===== config.mk =====
export PLATFORM = sky130hd
export DESIGN_NAME = row_statistics_accumulator
export DESIGN_NICKNAME = d
export VERILOG_FILES = /design/src/rtl/rsa_pkg.sv /design/src/rtl/row_statistics_accumulator.sv /design/src/rtl/rsa_front.sv /design/src/rtl/rsa_fifo.sv /design/src/rtl/rsa_back.sv
export VERILOG_INCLUDE_DIRS = /design/src /design/src/rtl
export SDC_FILE = /design/constraint.sdc
export NUM_CORES = 2
export LEC_CHECK = 0
export ABC_CLOCK_PERIOD_IN_PS = 16750
export BUFFER_PORTS_ARGS = -buffer_cell sky130_fd_sc_hd__buf_2
export CORE_MARGIN = 4
export CORE_UTILIZATION = 45
export CTS_CLUSTER_DIAMETER = 30
export CTS_CLUSTER_SIZE = 10
export DETAILED_ROUTE_END_ITERATION = 12
export GPL_TIMING_DRIVEN = 0
export PLACE_DENSITY = 0.6
export SYNTH_ARGS = -nofsm -noshare
export SYNTH_HDL_FRONTEND = slang
export SYNTH_HIERARCHICAL = 1
export SYNTH_SLANG_ARGS = --single-unit

===== constraint.sdc =====
create_clock -name clk_i -period 16.75 [get_ports clk_i]
set_input_delay 0.8375 -clock clk_i [delete_from_list [all_inputs] [get_ports clk_i]]
set_output_delay 0.8375 -clock clk_i [all_outputs]
set_load 0.05 [all_outputs]

===== src/rtl/row_statistics_accumulator_macros.svh =====
// Assertion macros for the row statistics accumulator.
// Used by the top level; expects clk_i and rst_ni in scope.
`ifndef ROW_STATISTICS_ACCUMULATOR_MACROS_SVH
`define ROW_STATISTICS_ACCUMULATOR_MACROS_SVH

// Check an implication on every clock edge outside reset.
`define RSA_ASSERT_IMP(lbl, ante, cons) \
  lbl: assert property (@(posedge clk_i) disable iff (!rst_ni) (ante) |-> (cons)) \
    else $error("row statistics check failed");

// Check that a condition never holds outside reset.
`define RSA_ASSERT_NEVER(lbl, cond) \
  lbl: assert property (@(posedge clk_i) disable iff (!rst_ni) !(cond)) \
    else $error("row statistics forbidden condition");

`endif


===== src/rtl/rsa_pkg.sv =====
// Shared constants and types of the row statistics accumulator.
// No dependencies.
`timescale 1ns / 1ps
package rsa_pkg;

  localparam int unsigned SampleW = 16;
  localparam int unsigned MaxRow  = 4096;
  localparam int unsigned CountW  = 13;
  localparam int unsigned SumW    = 29;
  localparam int unsigned SqW     = 43;
  localparam int unsigned RangeW  = 17;
  localparam int unsigned StatW   = 24;
  localparam int unsigned DW      = 56;
  localparam int unsigned RootW   = 40;
  localparam int unsigned RemW    = 43;
  localparam int unsigned RadW    = 80;
  localparam int unsigned DivW    = 40;
  localparam int unsigned StepW   = 6;
  localparam int unsigned SqLoW   = 22;

  typedef struct packed {
    logic [CountW-1:0]         cnt;
    logic signed [SumW-1:0]    sum;
    logic [SqW-1:0]            sumsq;
    logic signed [SampleW-1:0] mn;
    logic signed [SampleW-1:0] mx;
    logic                      ovf;
  } row_rec_t;

  typedef enum logic [2:0] {
    BkIdle,
    BkMul,
    BkDivMean,
    BkSqrt,
    BkDivStd,
    BkDone
  } bk_state_e;

endpackage


===== src/rtl/row_statistics_accumulator.sv =====
// Row statistics accumulator: per-row min, max, range, mean and std deviation.
// Usage: in channel (in_valid_i/in_ready_o) carries sample_i and end_of_row_i.
// A sample with end_of_row_i low joins the open row; a request with it high
// closes the row and yields one result on the out channel (out_valid_o /
// out_ready_i). Samples beyond the row limit are dropped and flagged.
// Throughput: one sample per cycle while in_ready_o is high. Row close is
// queued (two rows deep); the back end works through each nonempty row with
// the bit-serial divider and square root, overlapped with the next row's
// samples; an empty row skips them. in_ready_o drops only while both queue
// entries are taken.
// Reset clears the row state, the queue and the output valid.
// When the receiver stalls, the result holds in the output register; the back
// end stops, the queue fills and then in_ready_o falls.
// Depends on rsa_pkg, rsa_front, rsa_fifo, rsa_back and the macro header.
`timescale 1ns / 1ps
`include "row_statistics_accumulator_macros.svh"
module row_statistics_accumulator (
  input  logic                                clk_i,
  input  logic                                rst_ni,
  input  logic                                in_valid_i,
  output logic                                in_ready_o,
  input  logic signed [rsa_pkg::SampleW-1:0]  sample_i,
  input  logic                                end_of_row_i,
  output logic                                out_valid_o,
  input  logic                                out_ready_i,
  output logic signed [rsa_pkg::SampleW-1:0]  row_min_o,
  output logic signed [rsa_pkg::SampleW-1:0]  row_max_o,
  output logic signed [rsa_pkg::RangeW-1:0]   row_range_o,
  output logic signed [rsa_pkg::StatW-1:0]    row_mean_o,
  output logic signed [rsa_pkg::StatW-1:0]    row_stddev_o,
  output logic [rsa_pkg::CountW-1:0]          sample_count_o,
  output logic                                overflowed_o
);
  import rsa_pkg::*;

  logic     acc, push, full, fvalid, pop;
  row_rec_t rec_in, rec_out;

  assign in_ready_o = !full;
  assign acc        = in_valid_i && in_ready_o;

  rsa_front u_front (
    .clk_i, .rst_ni, .acc_i(acc), .sample_i, .end_of_row_i,
    .push_o(push), .rec_o(rec_in)
  );

  rsa_fifo u_fifo (
    .clk_i, .rst_ni, .push_i(push), .rec_i(rec_in), .full_o(full),
    .valid_o(fvalid), .pop_i(pop), .rec_o(rec_out)
  );

  rsa_back u_back (
    .clk_i, .rst_ni, .valid_i(fvalid), .rec_i(rec_out), .pop_o(pop),
    .out_valid_o, .out_ready_i, .row_min_o, .row_max_o, .row_range_o,
    .row_mean_o, .row_stddev_o, .sample_count_o, .overflowed_o
  );

  `RSA_ASSERT_IMP(a_min_le_max, out_valid_o && sample_count_o != '0, row_min_o <= row_max_o)
  `RSA_ASSERT_IMP(a_empty_mean, out_valid_o && sample_count_o == '0, row_mean_o == -StatW'(256))
  `RSA_ASSERT_NEVER(a_count_limit, out_valid_o && sample_count_o > CountW'(MaxRow))
  `RSA_ASSERT_NEVER(a_pop_empty, pop && !fvalid)

endmodule


===== src/rtl/rsa_front.sv =====
// Front end: accepts samples, keeps the running row statistics.
// Depends on rsa_pkg; pushes one row request per end-of-row marker.
`timescale 1ns / 1ps
module rsa_front (
  input  logic                              clk_i,
  input  logic                              rst_ni,
  input  logic                              acc_i,
  input  logic signed [rsa_pkg::SampleW-1:0] sample_i,
  input  logic                              end_of_row_i,
  output logic                              push_o,
  output rsa_pkg::row_rec_t                 rec_o
);
  import rsa_pkg::*;

  logic [CountW-1:0]         cnt_q, cnt_d;
  logic signed [SumW-1:0]    sum_q, sum_d;
  logic [SqW-1:0]            sq_q, sq_d;
  logic signed [SampleW-1:0] mn_q, mn_d, mx_q, mx_d;
  logic                      ovf_q, ovf_d;
  logic signed [SampleW:0]   sx;
  logic [SampleW:0]          mag;

  always_comb begin
    sx    = {sample_i[SampleW-1], sample_i};
    mag   = sx[SampleW] ? (SampleW+1)'(0) - sx : sx;
    cnt_d = cnt_q;
    sum_d = sum_q;
    sq_d  = sq_q;
    mn_d  = mn_q;
    mx_d  = mx_q;
    ovf_d = ovf_q;
    if (acc_i) begin
      if (end_of_row_i) begin
        cnt_d = '0;
        sum_d = '0;
        sq_d  = '0;
        mn_d  = '0;
        mx_d  = '0;
        ovf_d = 1'b0;
      end else if (cnt_q >= CountW'(MaxRow)) begin
        ovf_d = 1'b1;
      end else begin
        if (cnt_q == '0 || sample_i < mn_q) mn_d = sample_i;
        if (cnt_q == '0 || sample_i > mx_q) mx_d = sample_i;
        sum_d = sum_q + SumW'(sample_i);
        sq_d  = sq_q + SqW'(mag * mag);
        cnt_d = cnt_q + CountW'(1);
      end
    end
  end

  always_ff @(posedge clk_i or negedge rst_ni) begin
    if (!rst_ni) begin
      cnt_q <= '0;
      sum_q <= '0;
      sq_q  <= '0;
      mn_q  <= '0;
      mx_q  <= '0;
      ovf_q <= 1'b0;
    end else begin
      cnt_q <= cnt_d;
      sum_q <= sum_d;
      sq_q  <= sq_d;
      mn_q  <= mn_d;
      mx_q  <= mx_d;
      ovf_q <= ovf_d;
    end
  end

  assign push_o = acc_i && end_of_row_i;
  assign rec_o  = '{cnt: cnt_q, sum: sum_q, sumsq: sq_q, mn: mn_q, mx: mx_q, ovf: ovf_q};

endmodule


===== src/rtl/rsa_fifo.sv =====
// Two-entry queue of finished row requests between front and back end.
// Depends on rsa_pkg.
`timescale 1ns / 1ps
module rsa_fifo (
  input  logic              clk_i,
  input  logic              rst_ni,
  input  logic              push_i,
  input  rsa_pkg::row_rec_t rec_i,
  output logic              full_o,
  output logic              valid_o,
  input  logic              pop_i,
  output rsa_pkg::row_rec_t rec_o
);
  import rsa_pkg::*;

  row_rec_t   mem_q [2];
  logic       wr_q, wr_d, rd_q, rd_d;
  logic [1:0] fill_q, fill_d;

  always_comb begin
    wr_d   = wr_q ^ push_i;
    rd_d   = rd_q ^ pop_i;
    fill_d = fill_q + {1'b0, push_i} - {1'b0, pop_i};
  end

  always_ff @(posedge clk_i or negedge rst_ni) begin
    if (!rst_ni) begin
      wr_q   <= 1'b0;
      rd_q   <= 1'b0;
      fill_q <= '0;
    end else begin
      wr_q   <= wr_d;
      rd_q   <= rd_d;
      fill_q <= fill_d;
    end
  end

  always_ff @(posedge clk_i) begin
    if (push_i) mem_q[wr_q] <= rec_i;
  end

  assign full_o  = fill_q == 2'd2;
  assign valid_o = fill_q != 2'd0;
  assign rec_o   = mem_q[rd_q];

endmodule


===== src/rtl/rsa_back.sv =====
// Back end: per-row multiply, shared restoring divider and digit-by-digit
// square root, then the output register. Depends on rsa_pkg.
`timescale 1ns / 1ps
module rsa_back (
  input  logic                                clk_i,
  input  logic                                rst_ni,
  input  logic                                valid_i,
  input  rsa_pkg::row_rec_t                   rec_i,
  output logic                                pop_o,
  output logic                                out_valid_o,
  input  logic                                out_ready_i,
  output logic signed [rsa_pkg::SampleW-1:0]  row_min_o,
  output logic signed [rsa_pkg::SampleW-1:0]  row_max_o,
  output logic signed [rsa_pkg::RangeW-1:0]   row_range_o,
  output logic signed [rsa_pkg::StatW-1:0]    row_mean_o,
  output logic signed [rsa_pkg::StatW-1:0]    row_stddev_o,
  output logic [rsa_pkg::CountW-1:0]          sample_count_o,
  output logic                                overflowed_o
);
  import rsa_pkg::*;

  bk_state_e          state_q, state_d;
  logic [StepW-1:0]   step_q;
  row_rec_t           rec_q;
  logic [SumW-2:0]    smag;
  logic [DW-1:0]      lo_q, hi_q, ssq_q, d_q;
  logic [DivW-1:0]    dvd_q, q_nxt;
  logic [CountW-1:0]  drem_q, drem_nxt;
  logic [CountW:0]    dr;
  logic               dge;
  logic [RadW-1:0]    rad_q;
  logic [RemW-1:0]    srem_q, srem2, trial, srem_nxt;
  logic [RootW-1:0]   root_q, root_nxt;
  logic               sge;
  logic signed [StatW-1:0] mean_q, mean_nxt;
  logic               out_valid_q;
  logic               last_step;
  logic               load_out;

  always_comb begin
    smag     = (SumW-1)'(rec_q.sum[SumW-1] ? -rec_q.sum : rec_q.sum);
    dr       = {drem_q, dvd_q[DivW-1]};
    dge      = dr >= {1'b0, rec_q.cnt};
    drem_nxt = CountW'(dge ? dr - {1'b0, rec_q.cnt} : dr);
    q_nxt    = {dvd_q[DivW-2:0], dge};
    mean_nxt = rec_q.sum[SumW-1] ?
               StatW'(-$signed({1'b0, q_nxt}) - $signed({1'b0, drem_nxt != '0})) :
               StatW'(q_nxt);
    srem2    = {srem_q[RemW-3:0], rad_q[RadW-1 -: 2]};
    trial    = RemW'({root_q, 2'b01});
    sge      = srem2 >= trial;
    srem_nxt = sge ? srem2 - trial : srem2;
    root_nxt = {root_q[RootW-2:0], sge};
    last_step = step_q == StepW'(DivW - 1);
  end

  always_comb begin
    state_d = state_q;
    case (state_q)
      BkIdle:    if (valid_i) state_d = (rec_i.cnt == '0) ? BkDone : BkMul;
      BkMul:     if (step_q == StepW'(3)) state_d = BkDivMean;
      BkDivMean: if (last_step) state_d = BkSqrt;
      BkSqrt:    if (step_q == StepW'(RootW - 1)) state_d = BkDivStd;
      BkDivStd:  if (last_step) state_d = BkDone;
      BkDone:    if (!out_valid_q || out_ready_i) state_d = BkIdle;
      default:   state_d = BkIdle;
    endcase
  end

  always_comb begin
    pop_o    = (state_q == BkIdle) && valid_i;
    load_out = (state_q == BkDone) && (!out_valid_q || out_ready_i);
  end

  always_ff @(posedge clk_i or negedge rst_ni) begin
    if (!rst_ni) begin
      state_q     <= BkIdle;
      step_q      <= '0;
      out_valid_q <= 1'b0;
    end else begin
      state_q <= state_d;
      step_q  <= (state_d != state_q) ? '0 : step_q + 1'b1;
      if (load_out) out_valid_q <= 1'b1;
      else if (out_ready_i) out_valid_q <= 1'b0;
    end
  end

  always_ff @(posedge clk_i) begin
    case (state_q)
      BkIdle: if (valid_i) rec_q <= rec_i;
      BkMul: begin
        case (step_q)
          StepW'(0): lo_q  <= DW'(rec_q.cnt * rec_q.sumsq[SqLoW-1:0]);
          StepW'(1): hi_q  <= DW'(rec_q.cnt * rec_q.sumsq[SqW-1:SqLoW]);
          StepW'(2): ssq_q <= DW'(smag * smag);
          default: begin
            d_q    <= (hi_q << SqLoW) + lo_q - ssq_q;
            dvd_q  <= DivW'({smag, 8'b0});
            drem_q <= '0;
          end
        endcase
      end
      BkDivMean: begin
        dvd_q  <= q_nxt;
        drem_q <= drem_nxt;
        if (last_step) begin
          mean_q <= mean_nxt;
          rad_q  <= {(RadW - DW - 16)'(0), d_q, 16'b0};
          srem_q <= '0;
          root_q <= '0;
        end
      end
      BkSqrt: begin
        rad_q  <= rad_q << 2;
        srem_q <= srem_nxt;
        root_q <= root_nxt;
        if (step_q == StepW'(RootW - 1)) begin
          dvd_q  <= DivW'(root_nxt);
          drem_q <= '0;
        end
      end
      BkDivStd: begin
        dvd_q  <= q_nxt;
        drem_q <= drem_nxt;
      end
      BkDone: begin
        if (load_out) begin
          sample_count_o <= rec_q.cnt;
          overflowed_o   <= rec_q.ovf;
          if (rec_q.cnt == '0) begin
            row_min_o    <= '1;
            row_max_o    <= '1;
            row_range_o  <= '1;
            row_mean_o   <= -StatW'(256);
            row_stddev_o <= -StatW'(256);
          end else begin
            row_min_o    <= rec_q.mn;
            row_max_o    <= rec_q.mx;
            row_range_o  <= RangeW'(rec_q.mx) - RangeW'(rec_q.mn);
            row_mean_o   <= mean_q;
            row_stddev_o <= StatW'(dvd_q);
          end
        end
      end
      default: ;
    endcase
  end

  assign out_valid_o = out_valid_q;

endmodule


==> flow_summary.yaml <==
die:
  dieArea_um2: 221000
  initial_core_util_pct: 45.3
  coreArea_um2: 212000
  dieHeight_um: 470
  dieWidth_um: 470
  num_rows: 169
  ios: 134
flow_run:
  cap_violations: 1
timing:
  slew_headroom_pct: 0.984
  worstMarginPinSlew_ns: 1.48
  fin_skew_ns: 0.0764
  fmax_ghz: 0.0799
  final.setup.tns_ns: 0
  finalSetupViolCount: 0
  rsz0062_at_grt: "no"
  finalMaxSlewViolations: 0
  holdWs_ns: 0.358
  min_period_ns: 12.52
  finalCritPeriodShare_pct: 74.7
  finalHoldViolCount: 0
global_route:
  met2_usage_pct: 42.2
  grt_max_degree: 87
  use_met1_pct: 32.0
  grt_usage_pct: 25.3
  antenna_found_initial: 21
  grt_overflow: 0
  grt_use_met3_pct: 4.96
  busiest_layer: "met2"
  grt_pass1_wl_um: 428000
  grt_pass1_vias: 72600
placement:
  numPortBuffers: 133
  gp_congestion: 0.970
  place_hpwl_um: 225000
cts:
  clock_sinks: 999
  cts_max_level: 4
  path_clk_slew_ns: 0.05
  clk_latency_ns: 0.85
  cts_resized: 0
  cts_root_buf: "clkbuf_16"
  cts_buffers: 199
  clockBufferDepth: 3
  cts_tree: "yes"
yosys:
  synth_ff_type: "edfxtp_1"
  synth_edf_count: 867
  syn_area_um2: 96200
  ys_seq_area_share_pct: 30.5
  netlist_instances: 9323
  synthDistinctLibCells: 124
  synthArstFlopShare_pct: 13.2
  ys_seq_elements: 999
  synth.avg_cell_area_um2: 10.3
  ys.warnings.count: 6
routing:
  drt_iter0_markers: 4674
  wl_per_cell_um: 21.7
  routed_wl_um: 277000
  via_count: 67400
  dr.pass1.iters: 7
  drc: 0
  drt.antenna.violating_nets: 0
  post_drt_via_cell_ratio: 5.29
setup_path:
  max_stage_delay_ns: 0.98
  cp.arrival_ns: 13.08
  start_kind: "register"
  end_kind: "register"
  critPathSlowestCell: "xnor2_1"
  critPathKind: "register to register"
  cp_max_fo: 11
  cp_common_cell: "fa_1"
  crit_buf_inv: 10
  critPathRequiredTime_ns: 17.31
  cpLargestDelayFamily: "adder cells"
status:
  violations: "max-capacitance violations"
  status: "complete, but fails checks"
finish:
  synthToLayoutAreaGrowth_pct: 12.6
  finalNetCount: 11800
  drive_gt1_share_pct: 8.45
min_path:
  hold_class: "primary input to register"
==> worst min-delay path, stage by stage <==
cell	delay, ns
buf_2	0.08
nand2b_1	0.13
nand2_1	0.05
==> final cells by class <==
cell class / count / area (µm²)
fillers: 19200 / 104000
multi-input cells: 6128 / 58500
flip-flops and latches: 999 / 29300
inverters: 1905 / 7150
clock buffers: 220 / 5110
well taps: 2821 / 3530
clock inverters: 159 / 1900
plain buffers: 328 / 1470
repair buffers: 181 / 1330
diodes: 10 / 25.0
==> stage by stage <==
stage	util, %	setup slack, ns	instance area, µm²	cells
2_1_floorplan	-	1.76	96300	9360
3_3_place_gp	47.3	-8.26	100000	12300
6_report	51.0	4.23	108000	12800
4_1_cts	51.0	4.38	108000	12700
3_5_place_dp	47.7	4.41	101000	12400
5_1_grt	51.0	3.77	108000	12700
==> state kept, by name, summed over array words and instances, names as in the netlist, 35 cells and up <==
signal,count
u_fifo/mem_q,236
u_back/rec_q,118
u_back/rad_q,64
u_back/d_q,56
u_back/ssq_q,55
u_front/sq_q,43
u_back/srem_q,41
u_back/dvd_q,40
u_back/root_q,40
u_back/lo_q,35
==> what timing repair did <==
item                                   in CTS  in global routing
endpoints found under the hold margin      37                  0
buffers inserted                            0                  0
hold buffers                                1                  0
==> cells in the mapped netlist, types with 75 or more instances <==
cell	instances	area [µm²]
inv_1	1883	7070
fa_1	1270	25400
nand2_1	1147	4310
edfxtp_1	867	26000
ha_1	749	9370
nor2_1	510	1910
a21oi_1	348	1740
clkbuf_1	262	983
o21ai_0	238	1190
and2_1	232	1450
xnor2_1	229	2010
a21o_1	158	1190
mux2_2	153	1720
dfrtp_1	132	3300
xor2_1	126	1100
nand2b_1	75	469
==> per-layer routing <==
metal  wire, µm  vias up  part of all wire, %
met2     131000     2278                   47
met5        125        -                0.045
met4      14300       16                  5.2
met3      19100      578                  6.9
met1     112000    33800                   41
li1           -    30700                    -
==> kinds of logic after synthesis <==
family                     count (synthesis)  share of synthesized area (%)
buffers and inverters                   2233                           8.96
adders and majority gates               2019                           36.2
xor gates and xnor gates                 358                           3.30
muxes                                    183                           2.11
DFF                                      999                           30.5
AOI/OAI and AO/OA                       1149                           7.78
other                                      2                        0.00781
and+or+nand+nor                         2380                           11.1
==> placed cells by master (no fill, tap or decap), types with 56 or more instances in the layout <==
master and instances:
xor2_1 124, o21ai_0 238, mux2_2 153, fa_1 1270, nor3_1 58, inv_1 1883, nand2b_1 75, a21o_1 158
ha_1 747, nor2_1 509, and3_1 56, and2_1 229, a21oi_1 347, buf_2 154, nand2_1 1146, xnor2_1 225
dfrtp_1 132, clkbuf_16 200, edfxtp_1 867, nor2b_1 59, clkbuf_1 277, nand3_1 68
==> worst paths after layout <==
kind	startpoint	endpoint	slack, ns	cells after the start
min in group asynchronous	rst_ni	u_front/mn_q[12]	0.56	2
worst max register to register	u_back/rec_q[76]	u_back/ssq_q[43]	4.23	33
max in group asynchronous	rst_ni	u_front/sum_q[25]	15.22	3
worst min register to register	u_back/rec_q[0]	u_back/overflowed_o	0.45	0
worst max-delay path	u_back/rec_q[76]	u_back/ssq_q[43]	4.23	33
worst min-delay path	out_ready_i	u_back/out_valid_o	0.36	3
Power is left out: the tool's default activity adds up to more than one toggle a clock period on the data nets, which glitch-free logic cannot reach.
